## config.mk

```make
export PLATFORM = sky130hd
export DESIGN_NAME = matern_exp_cell
export DESIGN_NICKNAME = d
export VERILOG_FILES = /design/src/matern_pkg.sv /design/src/matern_exp_cell.sv
export SDC_FILE = /design/constraint.sdc
export NUM_CORES = 2
export LEC_CHECK = 0
export BUFFER_PORTS_ARGS = -buffer_cell sky130_fd_sc_hd__buf_2
export CAP_MARGIN = 10
export CORE_ASPECT_RATIO = 0.8
export CORE_UTILIZATION = 35
export DETAILED_ROUTE_END_ITERATION = 6
export PLACE_DENSITY = 0.48
export SLEW_MARGIN = 20
export SYNTH_ARGS = -nofsm -noshare
export SYNTH_HDL_FRONTEND = slang
export SYNTH_SLANG_ARGS = --single-unit
```

## constraint.sdc

```tcl
create_clock -name clk -period 9.44 [get_ports clk]
set_clock_uncertainty 0.1 [all_clocks]
set_input_delay 0.472 -clock clk [delete_from_list [all_inputs] [get_ports clk]]
set_output_delay 0.472 -clock clk [all_outputs]
set_load 0.005 [all_outputs]
```

## src/matern_pkg.sv

```systemverilog
`timescale 1ns / 1ps
package matern_pkg;

  // configuration register indexes
  localparam logic [1:0] REG_DECAY_RATE     = 2'd0;
  localparam logic [1:0] REG_VARIANCE_SCALE = 2'd1;
  localparam logic [1:0] REG_TWICE_NU       = 2'd2;

  // smoothness codes
  localparam logic [2:0] NU_HALF         = 3'd1;
  localparam logic [2:0] NU_THREE_HALVES = 3'd3;
  localparam logic [2:0] NU_FIVE_HALVES  = 3'd5;

  localparam logic [31:0] DECAY_RESET = 32'h0001_0000;
  localparam logic [31:0] SCALE_RESET = 32'h0001_0000;

  // ln 2 in Q0.32 and floor(2^48 / ln2_q32) for the quotient estimate
  localparam logic [31:0] LN2_Q32   = 32'd2977044472;
  localparam logic [16:0] LN2_RECIP = 17'(64'd281474976710656 / 64'd2977044472);
  // exact floor(x / 3) for x < 2^32 as (x * THIRD_RECIP) >> 33
  localparam logic [31:0] THIRD_RECIP = 32'hAAAA_AAAB;

  localparam logic [47:0] H_LIMIT = 48'd48 << 16;
  localparam logic [29:0] P_ONE   = 30'h0001_0000;
  localparam logic [32:0] ONE_Q32 = 33'h1_0000_0000;

  localparam int SQRT_STEPS = 32;
  localparam int EXP_TERMS  = 14;

  typedef struct packed {
    logic       valid;
    logic [7:0] row;
    logic [7:0] col;
    logic       sat;
  } tag_t;

  typedef struct packed {
    tag_t        tag;
    logic        h_zero;
    logic        kill;
    logic [6:0]  k;
    logic [29:0] p;
  } exp_ctl_t;

  typedef struct packed {
    logic [31:0] covariance;
    logic [7:0]  row;
    logic [7:0]  col;
    logic        sat;
  } rsp_t;

endpackage

```

## src/matern_exp_cell.sv

```systemverilog
`timescale 1ns / 1ps
// One Taylor term of exp(-r): t = ((t * r) >> 32) / TERM, then add or subtract.
module matern_exp_cell #(
  parameter int TERM = 1
) (
  input  logic                  clk,
  input  logic                  rst,
  input  logic                  en,
  input  matern_pkg::exp_ctl_t  ctl_in,
  input  logic [31:0]           r_in,
  input  logic [32:0]           t_in,
  input  logic signed [34:0]    sum_in,
  output matern_pkg::exp_ctl_t  ctl_out,
  output logic [31:0]           r_out,
  output logic [32:0]           t_out,
  output logic signed [34:0]    sum_out
);
  localparam int          SHIFT = $clog2(TERM);
  localparam logic [63:0] NUM   = 64'd1 << (32 + SHIFT);
  localparam logic [32:0] MULT  = 33'((NUM + 64'(TERM) - 64'd1) / 64'(TERM));

  matern_pkg::exp_ctl_t ctl_mid;
  logic [31:0]          r_mid;
  logic signed [34:0]   sum_mid;
  logic [31:0]          x_mid;
  logic [64:0]          tr_prod;
  logic [64:0]          q_prod;
  logic [64:0]          q_shift;
  logic [31:0]          q;

  always_comb begin
    tr_prod = 65'(t_in) * 65'(r_in);
    q_prod  = 65'(x_mid) * 65'(MULT);
    q_shift = q_prod >> (32 + SHIFT);
    q       = q_shift[31:0];
  end

  always_ff @(posedge clk) begin
    if (rst) begin
      ctl_mid <= '0;
      ctl_out <= '0;
    end else if (en) begin
      ctl_mid <= ctl_in;
      ctl_out <= ctl_mid;
    end
  end

  always_ff @(posedge clk) begin
    if (en) begin
      x_mid   <= tr_prod[63:32];
      r_mid   <= r_in;
      sum_mid <= sum_in;
      r_out   <= r_mid;
      t_out   <= {1'b0, q};
      if ((TERM % 2) == 1) begin
        sum_out <= sum_mid - $signed({3'b000, q});
      end else begin
        sum_out <= sum_mid + $signed({3'b000, q});
      end
    end
  end
endmodule

```

==> run_results.csv <==
group,metric,value,unit
status,status,"finished, final reports clean",
worst_setup_path,path_class,"input port to flop",
final_layout,n_fill_cell,12580,
route,antenna_left,0,
cts,tritoncts,"built",
route,viasPerCell,4.707,
synth,synth_seq_cells,312,
floorplanning,initial_core_util,35.39,%
worst_setup_path,worst_path_most_repeated_cell,"fa_1",
synth,yosys.area_share.simple,14.47,%
sta,slew_headroom,36.17,%
sta,fin_crit_sh,87.97,%
sta,worst_pin_slew,957.4,ps
synth,synth_edf_count,198,
route,drt-initial-drc-count,1851,
final_layout,syn_to_final_growth,12.83,%
route,vias,30310,
synth,synth-warning-count,0,
route,wl_met1,62080,µm
floorplanning,core,125400,µm²
route,wl,131000,µm
route,highest-signal-layer,"met5",
worst_setup_path,critPathSlowestCell,"fa_1",
final_layout,multi_input_area,31640,µm²
synth,syn_area,44380,µm²
worst_setup_path,cp.arrival,8570,ps
floorplanning,rows,116,
synth,synth_top_family_by_area,"adder cells",
cts,ctsRootBufferMaster,"clkbuf_16",
floorplanning,dieArea,128200,µm²
sta,maxSlewViolCount,0,
synth,synthArstFlopShare,0,%
place,dpl.cell_count,6276,
final_layout,regArea,8228,µm²
global_route,gr-total-overflow,0,
synth,synthFlopType,"edfxtp_1",
synth,synth_mux_area_share,2.571,%
cts,cts_max_path_buffers,3,
synth,yosys.area.top_type,"fa_1",
sta,finalSetupTns,0,ps
synth,synth_compound_area_share,3.178,%
worst_setup_path,cp-end-kind,"flop",
sta,min_period,8304,ps
floorplanning,die_width,400.1,µm
cts,clock_latency,620,ps
cts,cts_setup_buffers,0,
cts,cts_hold_buf,89,
cts,cts.sinks,312,
run,max_cap_viol_count,0,
route,detail_route.first_pass.iterations,6,
cts,htree_levels,2,
place,port_buffers,315,
global_route,first_global_vias,32050,
worst_hold_path,hp-class,"input port to flop",
sta,grt_setup_unrepaired,"false",
synth,synth_fa_ha_area_share,49.82,%
global_route,grt_usage,20.75,%
route,wl_met3,9003,µm
floorplanning,pin_count,317,
global_route,grt_max_degree,122,
cts,cts.repair.resized,0,
route,drc,0,
floorplanning,die_h,320.5,µm
worst_setup_path,slowest_delay,630,ps
route,met2_length,57150,µm
synth,post_synth_num_cell_types,59,
synth,netlist_top_cells_count,"972 x inv_1, 925 x fa_1, 592 x nand2_1",
final_layout,drive_gt1_share,9.718,%
synth,synth_top_area_share,41.73,%
sta,hold_violations,0,
worst_setup_path,cp_max_fo,20,
worst_setup_path,critPathLaunchType,"input port",
final_layout,layout.nets,6126,
final_layout,fin_cells,6439,
synth,synth_area_per_cell,9.968,µm²
global_route,grt_pass1_wl,198800,µm
global_route,grt_antenna_before_repair,8,
sta,max_freq,0.1204,GHz
synth,synth-xor-area-share,1.243,%
cts,cts_buffers,39,
place,globalplace.congestion,0.8696,
synth,yosysMostFrequentCell,"inv_1",
synth,synth_nets,5824,
synth,syn_inst,4452,
synth,yosys-top-cells-area,"fa_1 42%, edfxtp_1 13%, inv_1 8.2%, ha_1 8.1%, and2_1 7.1%",
sta,setup_violations,0,
synth,ys_seq_area_share,18.54,%
worst_setup_path,r2r_slack,5430,ps
route,wl_per_cell,20.35,µm
cts,clk_pin_slew,60,ps
place,dp_hpwl,102800,µm
worst_setup_path,worst_ep_required_time,9710,ps
==> final timing paths <==
path	depth (start not counted)	from	end
min reg2reg	0	r_mid[1]	r_out[1]
max reg2reg	12	x_mid[1]	sum_out[33]
max	26	r_in[8]	x_mid[31]
min	3	ctl_in[20]	ctl_mid[20]
==> area by class of cell <==
class                   count  share of cell area (%)
repair buffers            490                   6.424
well taps                1652                   4.128
inverters                 972                   7.287
clock buffers              59                   2.241
multi-input cells        2939                   63.18
clock inverters            13                  0.2924
flip-flops and latches    312                   16.43
diodes                      2                0.009995
==> stage by stage <==
stage	area [µm²]	setup slack (ps)	util (%)	hold slack, ps
after floorplan	44380	1896	-	300.3
after global placement	47900	636.6	38.20	300.9
after detailed placement	47900	530.6	38.20	304.5
after CTS	50060	1221	39.92	0.6768
after global routing	50070	920.0	39.93	39.15
final	50070	1136	39.93	38.54
==> placed cells by master, fill, tap and decap left out, types with 10 or more instances in the layout <==
master,count
buf_4,79
dfxtp_1,114
buf_2,313
nand3_1,21
ha_1,287
and3_1,10
nor3_1,12
dlygate4sd3_1,89
o21bai_1,11
edfxtp_1,198
inv_1,972
nor2_1,163
nand4_1,10
o21ai_0,40
nand2_1,592
a21oi_1,59
a21o_1,32
clkbuf_1,14
xor2_1,16
clkbuf_16,40
and2_1,501
o21a_1,11
mux2i_1,114
fa_1,925
xnor2_1,47
==> cell families (layout without fill, tap and decap cells) <==
kind of cell,after synthesis,count (layout)
other cells,1,3
simple gates,1334,1334
compound gates,215,215
buf+inv,1201,1534
mux,114,114
fa+ha+maj,1212,1212
xor+xnor,63,63
flops,312,312
==> routing by layer <==
| layer | vias to the layer above | GRT usage, % |
|---|---|---|
| li1 | 13820 | - |
| met1 | 15510 | 30.78 |
| met2 | 840 | 31.32 |
| met3 | 136 | 3.709 |
| met4 | 10 | 4.622 |
| met5 | - | 0 |
==> worst max-delay path, delay by kind of cell <==
| family | cells | cell delay, ps |
|---|---|---|
| and+or+nand+nor | 1 | 120 |
| adders and majority gates | 9 | 4280 |
| xor gates and xnor gates | 1 | 90 |
| AOI/OAI and AO/OA | 9 | 2300 |
| buffers and inverters | 6 | 1260 |
==> registers in the layout, summed over array words and instances, names as in the netlist <==
signal and cells:
ctl_mid 57, ctl_out 57, r_mid 32, r_out 32, sum_mid 35, sum_out 35
t_out 32, x_mid 32
Power is not shown: default switching activity piles up to over one toggle a cycle in this logic, so the estimate is an artifact.
