<file path="src/matern_pkg.sv">
`timescale 1ns / 1ps
package matern_pkg;

  // configuration register indexes
  localparam logic [1:0] REG_DECAY_RATE     = 2'd0;
  localparam logic [1:0] REG_VARIANCE_SCALE = 2'd1;
  localparam logic [1:0] REG_TWICE_NU       = 2'd2;

  // smoothness codes
  localparam logic [2:0] NU_HALF         = 3'd1;
  localparam logic [2:0] NU_THREE_HALVES = 3'd3;
  localparam logic [2:0] NU_FIVE_HALVES  = 3'd5;

  localparam logic [31:0] DECAY_RESET = 32'h0001_0000;
  localparam logic [31:0] SCALE_RESET = 32'h0001_0000;

  // ln 2 in Q0.32 and floor(2^48 / ln2_q32) for the quotient estimate
  localparam logic [31:0] LN2_Q32   = 32'd2977044472;
  localparam logic [16:0] LN2_RECIP = 17'(64'd281474976710656 / 64'd2977044472);
  // exact floor(x / 3) for x < 2^32 as (x * THIRD_RECIP) >> 33
  localparam logic [31:0] THIRD_RECIP = 32'hAAAA_AAAB;

  localparam logic [47:0] H_LIMIT = 48'd48 << 16;
  localparam logic [29:0] P_ONE   = 30'h0001_0000;
  localparam logic [32:0] ONE_Q32 = 33'h1_0000_0000;

  localparam int SQRT_STEPS = 32;
  localparam int EXP_TERMS  = 14;

  typedef struct packed {
    logic       valid;
    logic [7:0] row;
    logic [7:0] col;
    logic       sat;
  } tag_t;

  typedef struct packed {
    tag_t        tag;
    logic        h_zero;
    logic        kill;
    logic [6:0]  k;
    logic [29:0] p;
  } exp_ctl_t;

  typedef struct packed {
    logic [31:0] covariance;
    logic [7:0]  row;
    logic [7:0]  col;
    logic        sat;
  } rsp_t;

endpackage

</file>
<file path="src/matern_sqrt_cell.sv">
`timescale 1ns / 1ps
// One root bit per cell: bring down two radicand bits, try root*4+1.
module matern_sqrt_cell (
  input  logic               clk,
  input  logic               rst,
  input  logic               en,
  input  matern_pkg::tag_t   tag_in,
  input  logic [63:0]        rad_in,
  input  logic [33:0]        rem_in,
  input  logic [31:0]        root_in,
  output matern_pkg::tag_t   tag_out,
  output logic [63:0]        rad_out,
  output logic [33:0]        rem_out,
  output logic [31:0]        root_out
);
  logic [35:0] rem_sh;
  logic [35:0] trial;
  logic [35:0] diff;
  logic        take;

  always_comb begin
    rem_sh = {rem_in, rad_in[63:62]};
    trial  = {2'b00, root_in, 2'b01};
    diff   = rem_sh - trial;
    take   = (rem_sh >= trial);
  end

  always_ff @(posedge clk) begin
    if (rst) begin
      tag_out <= '0;
    end else if (en) begin
      tag_out <= tag_in;
    end
  end

  always_ff @(posedge clk) begin
    if (en) begin
      rad_out  <= {rad_in[61:0], 2'b00};
      rem_out  <= take ? diff[33:0] : rem_sh[33:0];
      root_out <= {root_in[30:0], take};
    end
  end
endmodule

</file>
<file path="config.mk">
export PLATFORM = sky130hd
export DESIGN_NAME = matern_sqrt_cell
export DESIGN_NICKNAME = d
export VERILOG_FILES = /design/src/matern_pkg.sv /design/src/matern_sqrt_cell.sv
export SDC_FILE = /design/constraint.sdc
export NUM_CORES = 1
export LEC_CHECK = 0
export BUFFER_PORTS_ARGS = -buffer_cell sky130_fd_sc_hd__buf_4
export CORE_MARGIN = 5
export CORE_UTILIZATION = 43
export CTS_CLUSTER_SIZE = 10
export DETAILED_ROUTE_END_ITERATION = 12
export PLACE_DENSITY = 0.87
export SLEW_MARGIN = 20
export SYNTH_ARGS = -nofsm -noshare
export SYNTH_HDL_FRONTEND = slang
export SYNTH_SLANG_ARGS = --single-unit
</file>
<file path="constraint.sdc">
create_clock -name clk -period 2.7 [get_ports clk]
set_input_delay 0.54 -clock clk [delete_from_list [all_inputs] [get_ports clk]]
set_output_delay 0.54 -clock clk [all_outputs]
set_load 0.01 [all_outputs]
</file>
==> results.cfg, run 1 <==
[worst_setup_path]
crit_path_top_delay_cell = a221oi_2
end_kind = flip-flop
cp_top_family = compound AO/OA/AOI/OAI gates
crit_buf_inv = 2
cpPeakStageDelay_ps = 380
crit_path_cell_trace = buf_4 -> ha_1 -> a21o_1 -> a31o_2 -> a221oi_2 -> o211ai_2 -> buf_4 -> a21o_1 -> a21oi_1 -> xor2_1 -> o21ai_0
critPathMaxFanout = 4
cp-start-kind = input port
crit_arrival_ps = 2700
cp_data_required_time_ps = 2860
critical_path_class = input port to flip-flop

[clock_tree]
clk-insertion-delay-late_ps = 420
cts.root.buffer_cell = clkbuf_16
numCtsBuffers = 17
htree_levels = 4
path_clk_slew_ps = 70
post_cts_buffers = 0
cts_tree = done
clk_path_buf_depth = 2
hold_buffers = 0
cts.sinks = 146
cts_resized = 0

[timing]
setup-tns-final_ps = 0
setup_viol = 0
fin_crit_sh_pct = 94.0
max_freq_mhz = 394
hold_ws_ps = 290
slew_violations = 0
fin_ws_ps = 161
hold_viol = 0
fin_worst_skew_ps = 0
finalCriticalPeriod_ps = 2540
tightest_slew_ps = 560
relSlewSlack_pct = 62.7

[global_route]
antenna_found_initial = 0
grt_start_max_net_pins = 51
grt_pass1_vias = 6154
grt_usage_pct = 22.3
grt_pass1_wl_um = 31800
grt.overflow.total = 0

[detailed_routing]
routed-via-count = 5920
drtAntennaViolNets = 0
drt_iter0_drc = 261
via_per_inst = 5.01
routed_wl_um = 21600
wl_per_cell_um = 18.3
drcViolationCount = 0
dr.pass1.iters = 5

[logic_synthesis]
synth_flop_cell = edfxtp_1
synth_edf_count = 128
async_flop_share_pct = 0
synth_cells = 564
synth_area_per_cell_um2 = 12.1
yosys_warnings = 0
synth-seq-cells = 146
yosysSeqAreaShare_pct = 61.4
synthesis.area_mm2 = 0.00685
yosysUniqueCellTypes = 58

[floorplan]
coreArea_mm2 = 0.0158
die_h_um = 136
io_pins = 299
chipWidth_um = 136
dieArea_mm2 = 0.0185
initial_utilization_pct = 43.4
rows = 46

[min_path]
min_path_type = input port to flip-flop

[pwr]
powerDensity_mw_per_mm2 = 614
power.total_mw = 6.50
peakVddDrop_mv = 0.429
leakagePower_nw = 4.89

[finish]
drive_gt1_share_pct = 45.3
syn_to_final_growth_pct = 54.6
fill_cells = 1233
fin_nets = 1137
antenna_cells = 0

[run_status]
status = completed

[place]
dpl_worst_slack_ps = -309
place_congestion = 0.883
port_buffers = 296
dp_hpwl_um = 16800

[job]
cap_violations = 0
routing by layer:
metal	up-vias	routed length [µm]	part of all wire, %	track usage (%)
met4	0	429	2.0	7.22
met1	2790	7830	36	23.7
met5	-	0	0	0
li1	2835	-	-	-
met2	261	11600	54	42.1
met3	34	1680	7.8	6.62
path summary, 6_finish.rpt:
path	startpoint	endpoint	slack, ps	cells past startpoint
max reg2reg	tag_out[3]$_SDFFE_PP0P_	tag_out[3]$_SDFFE_PP0P_	2060	2
min	rad_in[61]	rad_out[63]$_DFFE_PP_	290	1
min reg2reg	tag_out[17]$_SDFFE_PP0P_	tag_out[17]$_SDFFE_PP0P_	500	2
max	rem_in[9]	rem_out[17]$_DFFE_PP_	160	11
worst register-to-register path, delay by kind of cell, from the launching register on:
family	cells	cell delay, ps
flops	1	330
mux	1	140
simple gates	1	60
final cells by class:
| cell class | count | area, µm² | share of cell area [%] |
|---|---|---|---|
| clock buffer | 18 | 429 | 4.06 |
| clock inverter | 14 | 123 | 1.16 |
| inverter | 42 | 160 | 1.51 |
| multi-input combinational | 356 | 2410 | 22.8 |
| sequential | 146 | 4200 | 39.7 |
| tap | 216 | 270 | 2.55 |
| timing repair buffer | 389 | 2990 | 28.2 |
stage by stage:
step,cell area [µm²],utilization (%),std cells
3_3_place_gp,10000,63.5,1149
3_5_place_dp,10000,63.5,1149
6_report,10600,67.1,1181
4_1_cts,10600,67.0,1181
2_1_floorplan,6870,-,565
5_1_grt,10600,67.1,1181
logic make-up (layout without fill, tap and decap cells):
family                     Yosys count  in the layout  synth area share (%)
AOI/OAI and AO/OA                  137            137                  13.0
xor gates and xnor gates            28             28                  3.58
adders and majority gates           34             34                  6.21
buffers and inverters               63            463                  4.04
DFF                                146            146                  61.4
muxes                               19             19                  2.78
other                                1              2                0.0548
and+or+nand+nor                    136            136                  8.95
registers in the layout (all words and copies together) (netlist names):
signal and count:
root_out 32, rad_out 62, rem_out 34, tag_out 18
placed cells by master, fill, tap and decap left out, types with 8 or more instances in the layout:
cell	n
nor2_1	50
nand4_1	8
xor2_1	15
buf_4	383
ha_1	32
xnor2_1	13
a21oi_1	45
o21ai_0	28
nand2_1	42
clkbuf_16	17
edfxtp_1	128
inv_1	41
a21o_1	22
mux2i_1	19
nor3_1	9
dfxtp_1	18
synth_stat cells (all sizes together) (6+ instances only):
cell type	number	share of area, %
a21o	22	2.4
a31oi	6	0.55
buf	12	1.2
a21oi	45	3.3
dfxtp	18	5.3
xor2	15	1.9
and3	6	0.55
nand4	8	0.73
edfxtp	128	56
clkbuf	9	0.51
mux2i	19	2.8
nor3	9	0.66
inv	42	2.3
nor2	50	2.7
nand2	42	2.3
o21ai	32	2.3
ha	34	6.2
xnor2	13	1.7
power breakdown:
part           total [mW]  internal, mW  switching, mW
Clock                2.21          1.20           1.01
Combinational        1.50         0.784          0.717
Sequential           2.78          2.72         0.0691
Total                6.50          4.70           1.80
Note: power is estimated with default switching activity, not from simulation.
==> run 2, diff against run 1 <==
- CORE_UTILIZATION: 43 -> 30
- PLACE_DENSITY: 0.87 -> 0.54
==> results.cfg, run 2 (synthesis results as in run 1) <==
[run_status]
status = completed

[finish]
top_regs = rad_out x62, rem_out x34, root_out x32
multi_input_area_mm2 = 0.00242
layout_commonest_cell = buf_4
regArea_mm2 = 0.00420
fill_cells = 2139
antenna_cells = 0
largest_reg_flops = 62
drive_gt1_share_pct = 45.9
fin_nets = 1142
fin_cells = 1255
final_cell_mix = 387 x buf_4, 128 x edfxtp_1, 50 x nor2_1
syn_to_final_growth_pct = 57.0
regMostFlops = rad_out

[global_route]
grt_pass1_vias = 5871
antenna_found_initial = 1
grt_start_max_net_pins = 68
grt_usage_pct = 16.4
grt.overflow.total = 0
grt_pass1_wl_um = 33500

[detailed_routing]
drtAntennaViolNets = 0
drt_iter0_drc = 249
dr.pass1.iters = 4
drcViolationCount = 0
routed_wl_um = 21800
routed-via-count = 5724
wl_per_cell_um = 17.3
via_per_inst = 4.56

[timing]
setup_viol = 0
hold_viol = 0
setup-tns-final_ps = 0
max_freq_mhz = 391
slew_violations = 0
fin_crit_sh_pct = 94.7
hold_ws_ps = 296
rsz0062_at_grt = false
fin_worst_skew_ps = 0
finalCriticalPeriod_ps = 2560

[worst_setup_path]
worstSetupPathDepth = 13
timing.rr.end = tag_out[8]$_SDFFE_PP0P_
cp_data_required_time_ps = 2850
cpMostUsedCell = buf_4
critPathMaxFanout = 5
worstReg2RegStart = tag_out[8]$_SDFFE_PP0P_
crit_path_top_delay_cell = ha_2
startpoint = root_in[9]
end_kind = flip-flop
cpPeakStageDelay_ps = 300
endpoint = rem_out[17]$_DFFE_PP_
cp-start-kind = input port
crit_path_cell_trace = buf_4 -> inv_1 -> ha_2 -> a21o_1 -> a31o_2 -> a221oi_2 -> buf_4 -> o211ai_2 -> buf_4 -> a21o_1 -> a21oi_2 -> xor2_1 -> o21ai_1
worst-r2r-cell-count = 2
r2r_setup_slack_ps = 2080
crit_buf_inv = 4
critical_path_class = input port to flip-flop
cp_top_family = compound AO/OA/AOI/OAI gates
crit_arrival_ps = 2710

[floorplan]
die_h_um = 161
dieArea_mm2 = 0.0259
chipWidth_um = 161
initial_utilization_pct = 30.3
io_pins = 299
coreArea_mm2 = 0.0226
rows = 55

[clock_tree]
htree_levels = 4
cts_tree = done
cts.root.buffer_cell = clkbuf_16
path_clk_slew_ps = 70
numCtsBuffers = 17
cts.sinks = 146
post_cts_buffers = 0
clk-insertion-delay-late_ps = 400
clk_path_buf_depth = 2

[min_path]
hp-start = rad_in[34]
min_path_type = input port to flip-flop

[pwr]
leakagePower_nw = 4.95
peakVddDrop_mv = 0.382
powerDensity_mw_per_mm2 = 613

[place]
port_buffers = 296
place_congestion = 0.874
dpl.cell_count = 1223
dp_hpwl_um = 17300

[job]
cap_violations = 0
==> run 2: cell types whose count changed in the layout (fill, tap and decap cells not counted), sizes merged <==
cell and delta:
buf +5, clkinvlp -4, inv +4
==> run 2: repair_timing <==
action                     CTS  global route
resized for setup            0             8
setup endpoints to repair    0            19
hold buffers                 0             0
hold endpoints to repair     0             0
==> run 2: power by group <==
part	internal (mW)	switching, mW
Sequential	2.71	0.0628
Combinational	0.792	0.703
Clock	1.25	1.07
Total	4.76	1.83
==> run 2: how the worst min path moves through the flow <==
stage	to	cells past startpoint	slack [ps]
5_1_grt	rad_out[54]$_DFFE_PP_	1	260
3_3_place_gp	tag_out[4]$_SDFFE_PP0P_	2	480
4_1_cts	rad_out[30]$_DFFE_PP_	1	270
2_1_floorplan	tag_out[0]$_SDFFE_PP0P_	2	530
3_5_place_dp	tag_out[9]$_SDFFE_PP0P_	2	480
6_report	rad_out[36]$_DFFE_PP_	1	300
==> run 2: cell type report <==
cell class	count	area share (%)
flip-flops and latches	146	39.1
clock inverters	14	1.25
inverters	42	1.49
clock buffers	18	4.08
repair buffers	394	28.2
multi-input cells	356	22.5
well taps	285	3.32
==> run 2: per-stage QoR <==
stage	area [µm²]	utilization, %	worst slack [ps]	power [mW]
after floorplan	6870	-	22.5	3.44
final	10800	47.6	143	6.59
after CTS	10700	47.5	32.8	6.70
after detailed placement	10100	45.0	-397	4.33
after global placement	10100	45.0	-392	4.32
after global routing	10800	47.6	1.12	6.94
==> run 2: worst register-to-register path, stage by stage, from the launching register on <==
cell	delay [ps]
dfxtp_1	320
mux2i_1	130
nor2_1	60
==> run 2: routing by layer <==
| metal | vias to the layer above | track usage [%] | part of all wire [%] |
|---|---|---|---|
| met5 | - | 0 | 0.032 |
| met1 | 2656 | 20.0 | 42 |
| li1 | 2842 | - | - |
| met4 | 2 | 3.14 | 1.1 |
| met2 | 207 | 27.8 | 49 |
| met3 | 17 | 6.23 | 8.0 |
==> run 3, diff against run 2 <==
- REMOVE_ABC_BUFFERS: not set -> 1
==> results.cfg, run 3 (synthesis results as in run 1) <==
[detailed_routing]
via_per_inst = 4.53
drtAntennaViolNets = 0
wl_per_cell_um = 16.5
drt_iter0_drc = 322
routed-via-count = 5732
routed_wl_um = 20900
drcViolationCount = 0
dr.pass1.iters = 4

[finish]
antenna_cells = 0
regMostFlops = rad_out
layout_commonest_cell = buf_4
design_area_mm2 = 0.0108
syn_to_final_growth_pct = 57.6
final_cell_mix = 400 x buf_4, 128 x edfxtp_1, 50 x nor2_1
top_regs = rad_out x62, rem_out x34, root_out x32
largest_reg_flops = 62
fin_nets = 1152
fin_cells = 1265
drive_gt1_share_pct = 45.9

[global_route]
grt_pass1_vias = 5793
grt_start_max_net_pins = 51
grt_usage_pct = 15.5
grt.overflow.total = 0
grt_pass1_wl_um = 31700
antenna_found_initial = 0

[timing]
slew_violations = 0
rsz0062_at_grt = true
finalCriticalPeriod_ps = 2560
tightest_slew_ps = 555
relSlewSlack_pct = 63.0
max_freq_mhz = 391
setup_viol = 0
fin_worst_skew_ps = 0
hold_viol = 0
setup-tns-final_ps = 0
fin_crit_sh_pct = 94.7

[worst_setup_path]
critical_path_class = input port to flip-flop
cpPeakStageDelay_ps = 340
critPathMaxFanout = 14
cp-start-kind = input port
crit_arrival_ps = 2700
cp_data_required_time_ps = 2850
startpoint = rem_in[27]
end_kind = flip-flop
cpMostUsedCell = a21o_1
crit_path_cell_trace = buf_4 -> ha_1 -> a21o_1 -> a21o_1 -> a21o_1 -> a311o_1 -> a211oi_2 -> o21a_2 -> inv_4 -> buf_12 -> nor2_1 -> a31oi_1
crit_buf_inv = 3
cp_top_family = compound AO/OA/AOI/OAI gates
worstReg2RegStart = tag_out[4]$_SDFFE_PP0P_
crit_path_top_delay_cell = a311o_1

[pwr]
power.total_mw = 6.67
peakVddDrop_mv = 0.369
powerDensity_mw_per_mm2 = 618
leakagePower_nw = 4.98

[place]
dpl.cell_count = 1233
dp_hpwl_um = 16600
place_congestion = 0.804
port_buffers = 296
place_area_mm2 = 0.0102

[clock_tree]
cts_tree = done
numCtsBuffers = 17
hold_buffers = 0
clk_path_buf_depth = 2
path_clk_slew_ps = 70
cts.sinks = 146
htree_levels = 4
cts.root.buffer_cell = clkbuf_16
clk-insertion-delay-late_ps = 410

[floorplan]
chipWidth_um = 161
dieArea_mm2 = 0.0259
initial_utilization_pct = 30.3
rows = 55
io_pins = 299
coreArea_mm2 = 0.0226
die_h_um = 161

[job]
cap_violations = 0

[min_path]
hp-start = rad_in[36]
min_path_type = input port to flip-flop

[run_status]
status = completed
## run 3: cell types whose count changed in the layout (fill, tap and decap cells not counted), moves of 2 or more
cell	change
ha_1	+2
inv_8	-3
clkinvlp_4	+3
o21ai_1	-2
buf_4	+13
bufinv_16	+2
buf_12	-3
o21ai_0	+2
inv_4	-2
## run 3: repair_timing
item / in CTS / in global routing
gates resized for setup: 0 / 4
setup buffers: 0 / 0
setup endpoints to repair: 0 / 34
## run 3: final cells by class
type | count | area [µm²]
flip-flops and latches | 146 | 4200
repair buffers | 404 | 3070
well taps | 285 | 357
multi-input cells | 356 | 2390
fillers | 2178 | 11800
inverters | 42 | 160
clock inverters | 14 | 170
clock buffers | 18 | 429
## run 3: worst paths after layout
path / end / slack (ps) / depth (start not counted)
min reg2reg: tag_out[8]$_SDFFE_PP0P_ / 490 / 2
min: rad_out[38]$_DFFE_PP_ / 300 / 1
max: rem_out[27]$_DFFE_PP_ / 140 / 12
max reg2reg: tag_out[4]$_SDFFE_PP0P_ / 2100 / 2
## run 3: metal layers
layer	part of all wire (%)	track usage (%)
met5	0	0
met4	1.1	3.26
met3	6.5	4.36
met2	49	26.7
met1	43	19.7
## run 3: per-stage QoR
stage / hold WS, ps / utilization (%) / setup slack, ps
floorplan: 528 / - / -307
global placement: 473 / 45.0 / -323
detailed placement: 484 / 45.0 / -403
CTS: 270 / 47.7 / 25.5
global route: 257 / 47.8 / -11.0
finish: 297 / 47.8 / 144
## run 3: power breakdown
group / total [mW] / internal (mW) / leakage [nW] / switching, mW
Combinational: 1.49 / 0.789 / 3.30 / 0.696
Clock: 2.40 / 1.39 / 0.279 / 1.01
Sequential: 2.78 / 2.71 / 1.40 / 0.0667
Total: 6.67 / 4.89 / 4.98 / 1.77
